--- src/rtl/core/qam_hard_demapper_assert.svh ---
// ---------------------------------------------------------------------------
// qam_hard_demapper assertion macros
// Shared concurrent assertion forms, clocked on the given clock with active-low reset.
// ---------------------------------------------------------------------------
`ifndef QAM_HARD_DEMAPPER_ASSERT_SVH
`define QAM_HARD_DEMAPPER_ASSERT_SVH

// same-cycle implication
`define QAMHD_ASSERT_NOW(label, clk, rstn, ante, cons, msg) \
    label: assert property (@(posedge clk) disable iff (!(rstn)) (ante) |-> (cons)) \
        else $error(msg);

// next-cycle implication
`define QAMHD_ASSERT_NEXT(label, clk, rstn, ante, cons, msg) \
    label: assert property (@(posedge clk) disable iff (!(rstn)) (ante) |=> (cons)) \
        else $error(msg);

`endif

--- src/rtl/core/qamhd_pkg.sv ---
// ---------------------------------------------------------------------------
// qamhd_pkg
// Shared constants, mode codes and mode decode for the QAM hard demapper.
// ---------------------------------------------------------------------------
`timescale 1ns / 1ps
`default_nettype none

package qamhd_pkg;

    localparam int SampleWidthDefault = 16;
    localparam int FracBitsDefault    = 12;

    localparam int NormFrac  = 14;
    localparam int NormWidth = 17;
    localparam int LevelWidth = 4;
    localparam int RowWidth   = 3;
    localparam int CodeWidth  = 6;
    localparam int CountWidth = 3;
    localparam int ModeWidth  = 2;

    // unsigned Q3.14 norms
    localparam logic [NormWidth-1:0] NormQpsk  = 17'd23170;
    localparam logic [NormWidth-1:0] NormQam16 = 17'd51811;
    localparam logic [NormWidth-1:0] NormQam64 = 17'd106180;

    localparam logic [ModeWidth-1:0] MOD_QPSK  = 2'd0;
    localparam logic [ModeWidth-1:0] MOD_QAM16 = 2'd1;
    localparam logic [ModeWidth-1:0] MOD_QAM64 = 2'd2;

    typedef struct packed {
        logic [NormWidth-1:0]  norm;
        logic [RowWidth-1:0]   cap;    // side / 2
        logic [CountWidth-1:0] bits;
        logic [1:0]            shift;  // log2(side)
    } mode_cfg_t;

    function automatic mode_cfg_t decode_mode(input logic [ModeWidth-1:0] mode);
        mode_cfg_t cfg;
        unique case (mode)
            MOD_QPSK: begin
                cfg.norm  = NormQpsk;
                cfg.cap   = 3'd1;
                cfg.bits  = 3'd2;
                cfg.shift = 2'd1;
            end
            MOD_QAM16: begin
                cfg.norm  = NormQam16;
                cfg.cap   = 3'd2;
                cfg.bits  = 3'd4;
                cfg.shift = 2'd2;
            end
            default: begin  // 64-QAM, unused code saturates to it
                cfg.norm  = NormQam64;
                cfg.cap   = 3'd4;
                cfg.bits  = 3'd6;
                cfg.shift = 2'd3;
            end
        endcase
        return cfg;
    endfunction

endpackage

`default_nettype wire

--- src/rtl/core/qamhd_slicer.sv ---
// ---------------------------------------------------------------------------
// qamhd_slicer
// One axis: scale by the mode norm, floor to FRAC_BITS, slice to odd level.
// ---------------------------------------------------------------------------
`timescale 1ns / 1ps
`default_nettype none

module qamhd_slicer #(
    parameter int SAMPLE_WIDTH = qamhd_pkg::SampleWidthDefault,
    parameter int FRAC_BITS    = qamhd_pkg::FracBitsDefault
) (
    input  wire logic [SAMPLE_WIDTH-1:0]           sample,
    input  wire qamhd_pkg::mode_cfg_t              mode_cfg,
    output logic signed [qamhd_pkg::LevelWidth-1:0] level,
    output logic [qamhd_pkg::RowWidth-1:0]          row
);

    localparam int PW = SAMPLE_WIDTH + qamhd_pkg::NormWidth;
    localparam int AW = PW + 1 - qamhd_pkg::NormFrac;
    localparam int CW = (AW > FRAC_BITS + 3) ? AW : FRAC_BITS + 3;
    localparam logic [CW-1:0] Th1 = CW'(1) << (FRAC_BITS + 1);
    localparam logic [CW-1:0] Th2 = Th1 << 1;
    localparam logic [CW-1:0] Th3 = Th1 + Th2;
    localparam logic [PW:0]   CeilBias = (PW+1)'((1 << qamhd_pkg::NormFrac) - 1);

    logic                                  neg;
    logic [SAMPLE_WIDTH-1:0]               mag;
    logic [PW-1:0]                         product;
    logic [PW:0]                           biased;
    logic [AW-1:0]                         amag;
    logic [CW-1:0]                         amag_x;
    logic [qamhd_pkg::RowWidth-1:0]        m_raw;
    logic [qamhd_pkg::RowWidth-1:0]        m_sel;
    logic                                  neg_eff;
    logic [qamhd_pkg::LevelWidth-1:0]      lvl_mag;

    assign neg     = sample[SAMPLE_WIDTH-1];
    assign mag     = neg ? (~sample + 1'b1) : sample;
    assign product = PW'(mag) * PW'(mode_cfg.norm);
    // negative side floors toward minus infinity: ceiling of the magnitude
    assign biased  = {1'b0, product} + (neg ? CeilBias : '0);
    assign amag    = biased[PW:qamhd_pkg::NormFrac];
    assign amag_x  = CW'(amag);
    assign neg_eff = neg && (amag != '0);

    always_comb begin
        if (amag_x <= Th1) begin
            m_raw = 3'd1;
        end else if (amag_x <= Th2) begin
            m_raw = 3'd2;
        end else if (amag_x <= Th3) begin
            m_raw = 3'd3;
        end else begin
            m_raw = 3'd4;
        end
        m_sel = (m_raw > mode_cfg.cap) ? mode_cfg.cap : m_raw;
    end

    assign lvl_mag = {m_sel, 1'b0} - 4'd1;
    assign level   = neg_eff ? -lvl_mag : lvl_mag;
    assign row     = neg_eff ? (mode_cfg.cap - m_sel) : (mode_cfg.cap + m_sel - 3'd1);

endmodule

`default_nettype wire

--- src/rtl/core/qam_hard_demapper.sv ---
// ---------------------------------------------------------------------------
// qam_hard_demapper
// Hard-decision demapper for QPSK, 16-QAM and 64-QAM I/Q samples.
// ---------------------------------------------------------------------------
// Channel   Dir  Handshake             Payload
// cfg       in   cfg_valid/cfg_ready   cfg_data (modulation)
// s_        in   s_valid/s_ready       s_i_sample, s_q_sample
// m_        out  m_valid/m_ready       m_code_word, m_bit_count, m_i_level, m_q_level
//
// One item per cycle while m_ready allows; items pass the input register, then the result register.
// The per-axis multiply and slice sit between the two registers.
// Stalls on m_ready back up through the input register; s_ready stays high
// while either register is free. cfg_ready is always high.
// Synchronous active-low reset clears the valid flags and the mode.
// ---------------------------------------------------------------------------
`timescale 1ns / 1ps
`default_nettype none

`include "qam_hard_demapper_assert.svh"

module qam_hard_demapper #(
    parameter int SAMPLE_WIDTH = qamhd_pkg::SampleWidthDefault,
    parameter int FRAC_BITS    = qamhd_pkg::FracBitsDefault
) (
    input  wire logic                                  aclk,
    input  wire logic                                  aresetn,

    input  wire logic                                  cfg_valid,
    output logic                                       cfg_ready,
    input  wire logic [qamhd_pkg::ModeWidth-1:0]       cfg_data,

    input  wire logic                                  s_valid,
    output logic                                       s_ready,
    input  wire logic signed [SAMPLE_WIDTH-1:0]        s_i_sample,
    input  wire logic signed [SAMPLE_WIDTH-1:0]        s_q_sample,

    output logic                                       m_valid,
    input  wire logic                                  m_ready,
    output logic [qamhd_pkg::CodeWidth-1:0]            m_code_word,
    output logic [qamhd_pkg::CountWidth-1:0]           m_bit_count,
    output logic signed [qamhd_pkg::LevelWidth-1:0]    m_i_level,
    output logic signed [qamhd_pkg::LevelWidth-1:0]    m_q_level
);

    logic [qamhd_pkg::ModeWidth-1:0]         modulation_reg;
    logic                                    in_valid_reg;
    logic [SAMPLE_WIDTH-1:0]                 i_sample_reg;
    logic [SAMPLE_WIDTH-1:0]                 q_sample_reg;
    logic                                    out_valid_reg;
    logic [qamhd_pkg::CodeWidth-1:0]         code_word_reg;
    logic [qamhd_pkg::CountWidth-1:0]        bit_count_reg;
    logic signed [qamhd_pkg::LevelWidth-1:0] i_level_reg;
    logic signed [qamhd_pkg::LevelWidth-1:0] q_level_reg;

    qamhd_pkg::mode_cfg_t                    mode_cfg;
    logic signed [qamhd_pkg::LevelWidth-1:0] i_level_next;
    logic signed [qamhd_pkg::LevelWidth-1:0] q_level_next;
    logic [qamhd_pkg::RowWidth-1:0]          i_row;
    logic [qamhd_pkg::RowWidth-1:0]          q_row;
    logic [qamhd_pkg::CodeWidth-1:0]         code_word_next;
    logic                                    out_advance;
    logic                                    in_accept;

    assign cfg_ready   = 1'b1;
    assign out_advance = !out_valid_reg || m_ready;
    assign s_ready     = !in_valid_reg || out_advance;
    assign in_accept   = s_valid && s_ready;

    always_ff @(posedge aclk) begin
        if (!aresetn) begin
            modulation_reg <= qamhd_pkg::MOD_QPSK;
        end else if (cfg_valid && cfg_ready) begin
            modulation_reg <= cfg_data;
        end
    end

    always_ff @(posedge aclk) begin
        if (!aresetn) begin
            in_valid_reg <= 1'b0;
        end else if (in_accept) begin
            in_valid_reg <= 1'b1;
        end else if (out_advance) begin
            in_valid_reg <= 1'b0;
        end
    end

    always_ff @(posedge aclk) begin
        if (in_accept) begin
            i_sample_reg <= s_i_sample;
            q_sample_reg <= s_q_sample;
        end
    end

    assign mode_cfg = qamhd_pkg::decode_mode(modulation_reg);

    qamhd_slicer #(
        .SAMPLE_WIDTH (SAMPLE_WIDTH),
        .FRAC_BITS    (FRAC_BITS)
    ) u_slicer_i (
        .sample   (i_sample_reg),
        .mode_cfg (mode_cfg),
        .level    (i_level_next),
        .row      (i_row)
    );

    qamhd_slicer #(
        .SAMPLE_WIDTH (SAMPLE_WIDTH),
        .FRAC_BITS    (FRAC_BITS)
    ) u_slicer_q (
        .sample   (q_sample_reg),
        .mode_cfg (mode_cfg),
        .level    (q_level_next),
        .row      (q_row)
    );

    // code = row_i * side + row_q
    assign code_word_next = (qamhd_pkg::CodeWidth'(i_row) << mode_cfg.shift)
                          | qamhd_pkg::CodeWidth'(q_row);

    always_ff @(posedge aclk) begin
        if (!aresetn) begin
            out_valid_reg <= 1'b0;
        end else if (out_advance) begin
            out_valid_reg <= in_valid_reg;
        end
    end

    always_ff @(posedge aclk) begin
        if (out_advance && in_valid_reg) begin
            code_word_reg <= code_word_next;
            bit_count_reg <= mode_cfg.bits;
            i_level_reg   <= i_level_next;
            q_level_reg   <= q_level_next;
        end
    end

    assign m_valid     = out_valid_reg;
    assign m_code_word = code_word_reg;
    assign m_bit_count = bit_count_reg;
    assign m_i_level   = i_level_reg;
    assign m_q_level   = q_level_reg;

    `QAMHD_ASSERT_NOW(a_ready_when_out_free, aclk, aresetn, !out_valid_reg, s_ready, "input stalled with free result register")
    `QAMHD_ASSERT_NEXT(a_item_moves_to_out, aclk, aresetn, in_valid_reg && out_advance, out_valid_reg, "item lost between stages")
    `QAMHD_ASSERT_NOW(a_levels_odd, aclk, aresetn, out_valid_reg, i_level_reg[0] && q_level_reg[0], "decided level not odd")
    `QAMHD_ASSERT_NOW(a_qpsk_code_range, aclk, aresetn, out_valid_reg && (bit_count_reg == 3'd2), code_word_reg[5:2] == 4'd0, "QPSK label out of range")

endmodule

`default_nettype wire
--- config.mk ---
export PLATFORM = sky130hd
export DESIGN_NAME = qam_hard_demapper
export DESIGN_NICKNAME = d
export VERILOG_FILES = /design/src/rtl/core/qamhd_pkg.sv /design/src/rtl/core/qamhd_slicer.sv /design/src/rtl/core/qam_hard_demapper.sv
export VERILOG_INCLUDE_DIRS = /design/src /design/src/rtl/core
export SDC_FILE = /design/constraint.sdc
export NUM_CORES = 1
export LEC_CHECK = 0
export BUFFER_PORTS_ARGS = -buffer_cell sky130_fd_sc_hd__buf_2
export CAP_MARGIN = 10
export CORE_AREA = 2 2 278 280
export CTS_CLUSTER_DIAMETER = 80
export DETAILED_ROUTE_END_ITERATION = 8
export DIE_AREA = 0 0 280 282
export GPL_TIMING_DRIVEN = 0
export SYNTH_ARGS = -nofsm -noshare
export SYNTH_HDL_FRONTEND = slang
export SYNTH_SLANG_ARGS = --single-unit
--- constraint.sdc ---
create_clock -name aclk -period 11.91 [get_ports aclk]
set_input_delay 1.191 -clock aclk [delete_from_list [all_inputs] [get_ports aclk]]
set_output_delay 1.191 -clock aclk [all_outputs]
set_load 0.005 [all_outputs]
==> results of run 1 <==
[cells in the mapped netlist (11+ instances only)]
master    count  area, um2
inv_1       571       2140
ha_1        343       4290
fa_1        312       6250
nor2_1      153        574
nand2_1     119        447
a21oi_1      70        350
o21ai_0      59        295
edfxtp_1     46       1380
xor2_1       35        307
xnor2_1      26        228
clkbuf_1     20       75.1
nor3_1       20        100
nand3_1      17       85.1
a21o_1       16        120
nand2b_1     15       93.8
o21ai_1      15       75.1
and3_1       14       87.6
mux2i_1      14        140
nand4_1      14       87.6
or3_1        13       81.3
o21a_1       12       90.1
and2_1       11       68.8
buf_2        11       55.1
[worst paths after layout]
kind,depth (start not counted),from,slack (ns),endpoint
max,40,i_sample_reg[0]$_DFFE_PP_,0.62,m_code_word[3]$_DFFE_PP_
min,1,in_valid_reg$_SDFFE_PN0P_,0.52,m_valid$_SDFFE_PN0P_
max reg2reg,40,i_sample_reg[0]$_DFFE_PP_,0.62,m_code_word[3]$_DFFE_PP_
min reg2reg,1,in_valid_reg$_SDFFE_PN0P_,0.52,m_valid$_SDFFE_PN0P_
[cell families (layout without fill, tap and decap cells)]
| family | Yosys count | in the layout |
|---|---|---|
| fa+ha+maj | 655 | 655 |
| compound gates | 271 | 271 |
| mux | 16 | 16 |
| other cells | 2 | 10 |
| xor+xnor | 61 | 61 |
| simple gates | 415 | 415 |
| flops | 50 | 50 |
| buf+inv | 616 | 681 |
[layout make-up]
class                           count  area (um2)  area share
Timing Repair Buffer               57         305      0.0148
Buffer                             44         195     0.00946
Clock inverter                      3        42.5     0.00206
Multi-Input combinational cell   1428       15100       0.733
Clock buffer                        5         125     0.00607
Sequential cell                    50        1460      0.0709
Tap cell                          978        1220      0.0593
Inverter                          572        2150       0.104
[per-layer routing]
metal	wire (um)	GRT usage	up-vias
met3	3860	0.0249	90
met1	23500	0.186	6821
met4	1930	0.0528	2
li1	-	-	6755
met5	13	0	-
met2	23400	0.221	454
[what timing repair did]
item	4_1_cts	5_1_grt
resized for setup	0	13
endpoints found under the setup margin	0	5
setup buffers	0	3
hold buffers	0	0
[through the flow]
stage	hold slack, ns	utilization	cell area, um2	setup slack, ns
after CTS	0.521	0.271	20500	0.0316
after floorplan	0.477	-	18900	1.85
after global placement	0.498	0.269	20400	0.0469
after global routing	0.542	0.272	20600	-0.0142
after detailed placement	0.501	0.269	20400	0.119
final	0.517	0.272	20600	0.624
==> flow_summary_export.csv, run 1 <==
group,metric,value,unit
synthesis,synth_cell_types,82,
grt,grt_max_degree,33,
clock_tree,clock_path_buffers,2,
synthesis,synth_compound_area_frac,0.0997,
synthesis,ys_warn_count,0,
run,drv_cap,0,
run_status,status,"finished clean",
critical_path,cp_slowest_cell,"fa_1",
critical_path,path_delay_family,"adder cells",
die,initial_utilization,0.249,
final_layout,finalNonFillerCells,3137,
timing,slew_headroom,0.112,
final_layout,nets,2852,
routing,postRouteAntennaNets,0,
critical_path,critPathRequiredTime,11.95,ns
clock_tree,htreeDepth,2,
critical_path,criticalPathCategory,"flip-flop to flip-flop",
critical_path,cp_slowest_stage_delay,0.66,ns
die,ios,59,
routing,drt-total-wl,52700,um
synthesis,synthXorXnorAreaFrac,0.0283,
routing,via_count,14100,
clock_tree,clock-sinks,50,
placed_design,place_inst,3126,
grt,overflow,0,
clock_tree,cts-root-buf,"clkbuf_16",
synthesis,ys_seq_area_frac,0.0775,
placed_design,gp_congestion,0.950,
routing,via_per_inst,4.50,
critical_path,startpoint_type,"flip-flop",
timing,hold_viol_final,0,
die,coreArea,75700,um2
final_layout,diodes,0,
timing,fin_skew,0.0117,ns
routing,drt_iter0_markers,1040,
synthesis,synthMuxAreaShare,0.00863,
clock_tree,tritoncts,"done",
clock_tree,cts_buffers,5,
grt,grt_util_all_layers,0.139,
die,dieHeight,282,um
timing,period_share,0.948,
final_layout,syn2layout_area_growth,9.45,%
die,die-area,79000,um2
synthesis,synth_area_per_cell,9.03,um2
synthesis,async_flop_share,0,
timing,drv_slew,0,
synthesis,synth_top_family_by_area,"adder cells",
synthesis,synthFlopType,"edfxtp_1",
synthesis,synth_enable_flop_cells,46,
critical_path,critPathMostFrequentCell,"fa_1",
critical_path,end_kind,"flip-flop",
clock_tree,clkTransAtPathRegs,0.08,ns
timing,finalCriticalPeriod,11.29,ns
min_path,hp-class,"flip-flop to flip-flop",
final_layout,drive_gt1_frac,0.0593,
final_layout,mostFrequentLayoutCells,"570 x inv_1, 343 x ha_1, 312 x fa_1",
routing,avgRoutedWirePerCell,16.8,um
grt,antenna_found_initial,1,
synthesis,synth-simple-area-share,0.102,
timing,worst_pin_slew,1.33,ns
timing,max_freq,88.6,MHz
critical_path,path_buf_inv,5,
synthesis,synth_fa_ha_area_frac,0.559,
synthesis,ys_ff_latch,50,
grt,grt_pass1_wl,83400,um
timing,finalSetupTns,0,ns
routing,first_pass_iters,6,
final_layout,final_common_cell,"inv_1",
grt,grt_pass1_vias,14800,
placed_design,hpwl,46200,um
synthesis,synth_area,18800,um2
critical_path,cp.arrival,11.32,ns
critical_path,cp_max_fo,8,
synthesis,syn_inst,2086,
die,rows,101,
routing,drc,0,
die,die_w,280,um
placed_design,io_buffers,54,
final_layout,fill_cells,8115,
timing,finalSetupViolCount,0,
clock_tree,insertion_delay,0.32,ns
Power of run 1 is not shown: default switching activity piles up to over one toggle a cycle in this logic, so the estimate is an artifact.
==> run 2, diff against run 1 <==
--- a/config.mk
+++ b/config.mk
@@ -8,10 +8,10 @@
 export LEC_CHECK = 0
 export BUFFER_PORTS_ARGS = -buffer_cell sky130_fd_sc_hd__buf_2
 export CAP_MARGIN = 10
-export CORE_AREA = 2 2 278 280
+export CORE_AREA = 2 2 254 256
 export CTS_CLUSTER_DIAMETER = 80
 export DETAILED_ROUTE_END_ITERATION = 8
-export DIE_AREA = 0 0 280 282
+export DIE_AREA = 0 0 256 258
 export GPL_TIMING_DRIVEN = 0
 export SYNTH_ARGS = -nofsm -noshare
 export SYNTH_HDL_FRONTEND = slang
==> flow_summary_export.csv, run 2 (same netlist as run 1, synthesis figures left out) <==
group,metric,value,unit
run_status,status,"finished clean",
routing,via_count,14000,
critical_path,startpoint_type,"flip-flop",
die,initial_utilization,0.296,
critical_path,cp_slowest_cell,"or4_1",
routing,drt_iter0_markers,909,
grt,grt_util_all_layers,0.159,
grt,met1_usage,0.216,
timing,slew_headroom,0.110,
critical_path,critPathRequiredTime,11.96,ns
grt,grt_util_met3,0.0143,
final_layout,syn2layout_area_growth,8.81,%
critical_path,criticalPathCategory,"flip-flop to flip-flop",
final_layout,drive_gt1_frac,0.0606,
clock_tree,clock_path_buffers,2,
die,die-area,66000,um2
routing,postRouteAntennaNets,0,
routing,first_pass_iters,5,
grt,grt_pass1_vias,14600,
timing,fin_ws,0.644,ns
die,ios,59,
timing,finalCriticalPeriod,11.27,ns
timing,max_freq,88.8,MHz
die,coreArea,63600,um2
clock_tree,insertion_delay,0.33,ns
routing,drt-total-wl,51100,um
final_layout,final_common_cell,"inv_1",
die,dieHeight,258,um
die,die_w,256,um
final_layout,mostFrequentLayoutCells,"570 x inv_1, 343 x ha_1, 312 x fa_1",
final_layout,nets,2853,
critical_path,cp.arrival,11.31,ns
critical_path,cp_slowest_stage_delay,0.63,ns
timing,drv_slew,0,
grt,grt_pass1_wl,81700,um
run,drv_cap,0,
placed_design,io_buffers,54,
clock_tree,clock-sinks,50,
clock_tree,cts_buffers,5,
placed_design,dp_slack,0.212,ns
grt,overflow,0,
grt,antenna_found_initial,1,
timing,finalSetupViolCount,0,
placed_design,hpwl,44700,um
clock_tree,clkTransAtPathRegs,0.07,ns
routing,drc,0,
grt,busiest_layer,"met2",
timing,worst_pin_slew,1.33,ns
die,rows,93,
critical_path,cp_max_fo,7,
timing,period_share,0.946,
min_path,hp-class,"flip-flop to flip-flop",
critical_path,end_kind,"flip-flop",
routing,avgRoutedWirePerCell,16.9,um
grt,grt_max_degree,33,
placed_design,gp_congestion,0.963,
timing,fin_skew,0.00745,ns
clock_tree,tritoncts,"done",
clock_tree,cts-root-buf,"clkbuf_16",
timing,hold_viol_final,0,
routing,via_per_inst,4.66,
grt,grt_use_met2,0.267,
clock_tree,htreeDepth,2,
run 2: metal layers:
layer | wire length [um] | share of wire
met5 | 0 | 0
met4 | 1740 | 0.034
met3 | 2740 | 0.054
met2 | 23700 | 0.46
met1 | 23000 | 0.45
run 2: repair_timing:
item	in CTS	in global routing
hold buffers	0	0
endpoints found under the setup margin	0	5
gates resized for setup	0	15
setup buffers	0	2
run 2: critical path, delay by kind of cell, from the launching register on:
kind	cells	cell delay, ns
compound gates	9	1.94
xor+xnor	2	0.59
fa+ha+maj	10	4.15
buf+inv	7	0.40
flops	1	0.49
mux	3	0.70
simple gates	8	2.72
run 2: path summary, 6_finish.rpt:
| kind | from | to | slack [ns] | cells after the start |
|---|---|---|---|---|
| min | in_valid_reg$_SDFFE_PN0P_ | m_valid$_SDFFE_PN0P_ | 0.52 | 1 |
| min reg2reg | in_valid_reg$_SDFFE_PN0P_ | m_valid$_SDFFE_PN0P_ | 0.52 | 1 |
| max | q_sample_reg[5]$_DFFE_PP_ | m_code_word[2]$_DFFE_PP_ | 0.64 | 39 |
| max reg2reg | q_sample_reg[5]$_DFFE_PP_ | m_code_word[2]$_DFFE_PP_ | 0.64 | 39 |
run 2: layout make-up:
cell class | count | area (um2)
plain buffers | 44 | 195
clock buffers | 5 | 125
multi-input cells | 1428 | 15100
inverters | 572 | 2150
diodes | 1 | 2.50
clock inverters | 3 | 45.0
fillers | 6675 | 43100
repair buffers | 58 | 317
flip-flops and latches | 50 | 1460
well taps | 855 | 1070
run 2: per-stage QoR:
stage               utilization  instance area [um2]  setup TNS (ns)  std cells  hold WS (ns)
global route              0.322                20500        -0.00514       3015         0.581
floorplan                     -                18900               0       2094         0.477
CTS                       0.321                20400               0       3012         0.527
global placement          0.318                20200               0       3003         0.512
detailed placement        0.318                20200               0       3004         0.511
finish                    0.322                20500               0       3016         0.524
Power of run 2 is left out for the same reason.
==> run 3, diff against run 2 <==
--- a/config.mk
+++ b/config.mk
@@ -13,6 +13,7 @@
 export DETAILED_ROUTE_END_ITERATION = 8
 export DIE_AREA = 0 0 256 258
 export GPL_TIMING_DRIVEN = 0
+export REMOVE_ABC_BUFFERS = 1
 export SYNTH_ARGS = -nofsm -noshare
 export SYNTH_HDL_FRONTEND = slang
 export SYNTH_SLANG_ARGS = --single-unit
==> flow_summary_export.csv, run 3 (same netlist as run 1, synthesis figures left out) <==
group,metric,value,unit
timing,period_share,0.954,
final_layout,drive_gt1_frac,0.0529,
grt,grt_pass1_vias,14500,
final_layout,nets,2812,
die,dieHeight,258,um
clock_tree,hold_buffers,0,
critical_path,reg2reg_depth,37,
grt,grt_use_met2,0.267,
die,ios,59,
run,drv_cap,0,
placed_design,gp_congestion,0.916,
clock_tree,cts-root-buf,"clkbuf_16",
critical_path,criticalPathCategory,"flip-flop to flip-flop",
run_status,status,"finished clean",
grt,busiest_layer,"met2",
min_path,min_to,"m_valid$_SDFFE_PN0P_",
die,coreArea,63600,um2
clock_tree,cts_buffers,5,
routing,first_pass_iters,5,
routing,drt-total-wl,47500,um
critical_path,cp.arrival,11.38,ns
grt,grt_pass1_wl,77400,um
critical_path,r2r_slack,0.54,ns
grt,overflow,0,
final_layout,seq_area,1460,um2
die,initial_utilization,0.296,
critical_path,end_kind,"flip-flop",
critical_path,critPathRequiredTime,11.93,ns
clock_tree,clkTransAtPathRegs,0.06,ns
timing,worst_pin_slew,1.19,ns
critical_path,path_delay_family,"adder cells",
min_path,hp-class,"flip-flop to flip-flop",
final_layout,diodes,0,
min_path,hp-start,"in_valid_reg$_SDFFE_PN0P_",
die,die-area,66000,um2
grt,grt_util_all_layers,0.147,
final_layout,final_common_cell,"inv_1",
grt,grt_max_degree,44,
clock_tree,htreeDepth,2,
routing,avgRoutedWirePerCell,16.0,um
clock_tree,tritoncts,"done",
critical_path,r2r-start,"modulation_reg[1]$_SDFFE_PN0P_",
timing,finalSetupViolCount,0,
timing,slew_headroom,0.205,
timing,hold_viol_final,0,
clock_tree,clock_path_buffers,2,
critical_path,cp_max_fo,43,
final_layout,multiInputGateArea,15100,um2
timing,drv_slew,0,
clock_tree,clock-sinks,50,
routing,via_per_inst,4.61,
placed_design,hpwl,42200,um
critical_path,cp_slowest_stage_delay,0.55,ns
timing,fin_skew,0.00692,ns
routing,drt_iter0_markers,638,
die,die_w,256,um
critical_path,startpoint_type,"flip-flop",
routing,postRouteAntennaNets,0,
grt,grt_util_met3,0.0123,
final_layout,final_area,20300,um2
placed_design,postPlaceCellArea,20100,um2
placed_design,io_buffers,54,
grt,met1_usage,0.187,
routing,via_count,13700,
critical_path,cp_slowest_cell,"dfxtp_2",
final_layout,fill_cells,6739,
timing,finalSetupTns,0,ns
timing,max_freq,88.0,MHz
critical_path,r2r_end,"m_code_word[3]$_DFFE_PP_",
critical_path,path_buf_inv,7,
critical_path,critPathMostFrequentCell,"fa_1",
final_layout,mostFrequentLayoutCells,"570 x inv_1, 343 x ha_1, 312 x fa_1",
grt,antenna_found_initial,3,
die,rows,93,
routing,drc,0,
min_path,min_path_cells,1,
critical_path,crit_cells,37,
final_layout,syn2layout_area_growth,7.93,%
timing,finalCriticalPeriod,11.37,ns
clock_tree,insertion_delay,0.30,ns
## run 3: metrics by stage
step / hold slack, ns / instances / setup WS (ns) / util
global placement: 0.505 / 2959 / -4.27 / 0.315
detailed placement: 0.501 / 2964 / -0.0336 / 0.317
floorplan: 0.477 / 2050 / 0.356 / -
CTS: 0.517 / 2973 / 0.0968 / 0.319
finish: 0.516 / 2974 / 0.542 / 0.320
global route: 0.557 / 2974 / -0.0588 / 0.320
## run 3: worst register-to-register path, delay by kind of cell, from the launching register on
kind	cells	cell delay [ns]
XOR/XNOR	1	0.13
buffers and inverters	7	1.69
flip-flops	1	0.55
multiplexers	1	0.12
AND/OR/NAND/NOR	7	1.85
adder cells (fa/ha/maj)	10	4.55
AO/OA/AOI/OAI	11	2.22
## run 3: layout make-up
cell class,count,share of cell area
clock buffers,7,0.00652
inverters,572,0.106
repair buffers,61,0.0204
flip-flops and latches,50,0.0719
well taps,855,0.0526
multi-input cells,1428,0.742
clock inverters,1,0.000369
## run 3: how the worst max path moves through the flow
stage / from / to / slack, ns
6_report: modulation_reg[1]$_SDFFE_PN0P_ / m_code_word[3]$_DFFE_PP_ / 0.54
5_1_grt: modulation_reg[1]$_SDFFE_PN0P_ / m_code_word[3]$_DFFE_PP_ / -0.06
4_1_cts: modulation_reg[1]$_SDFFE_PN0P_ / m_code_word[3]$_DFFE_PP_ / 0.1
3_5_place_dp: i_sample_reg[15]$_DFFE_PP_ / m_code_word[3]$_DFFE_PP_ / -0.03
3_3_place_gp: modulation_reg[1]$_SDFFE_PN0P_ / m_code_word[3]$_DFFE_PP_ / -4.27
2_1_floorplan: modulation_reg[1]$_SDFFE_PN0P_ / m_code_word[3]$_DFFE_PP_ / 0.36
## run 3: timing repair
| item | in CTS | in global routing |
|---|---|---|
| gates resized for setup | 0 | 6 |
| setup buffers | 1 | 1 |
| endpoints found under the setup margin | 4 | 5 |
## run 3: layer usage
metal,part of all wire,up-vias
li1,-,6668
met1,0.44,6682
met2,0.50,295
met3,0.034,73
met4,0.025,0
met5,0,-
Power of run 3 is left out for the same reason.
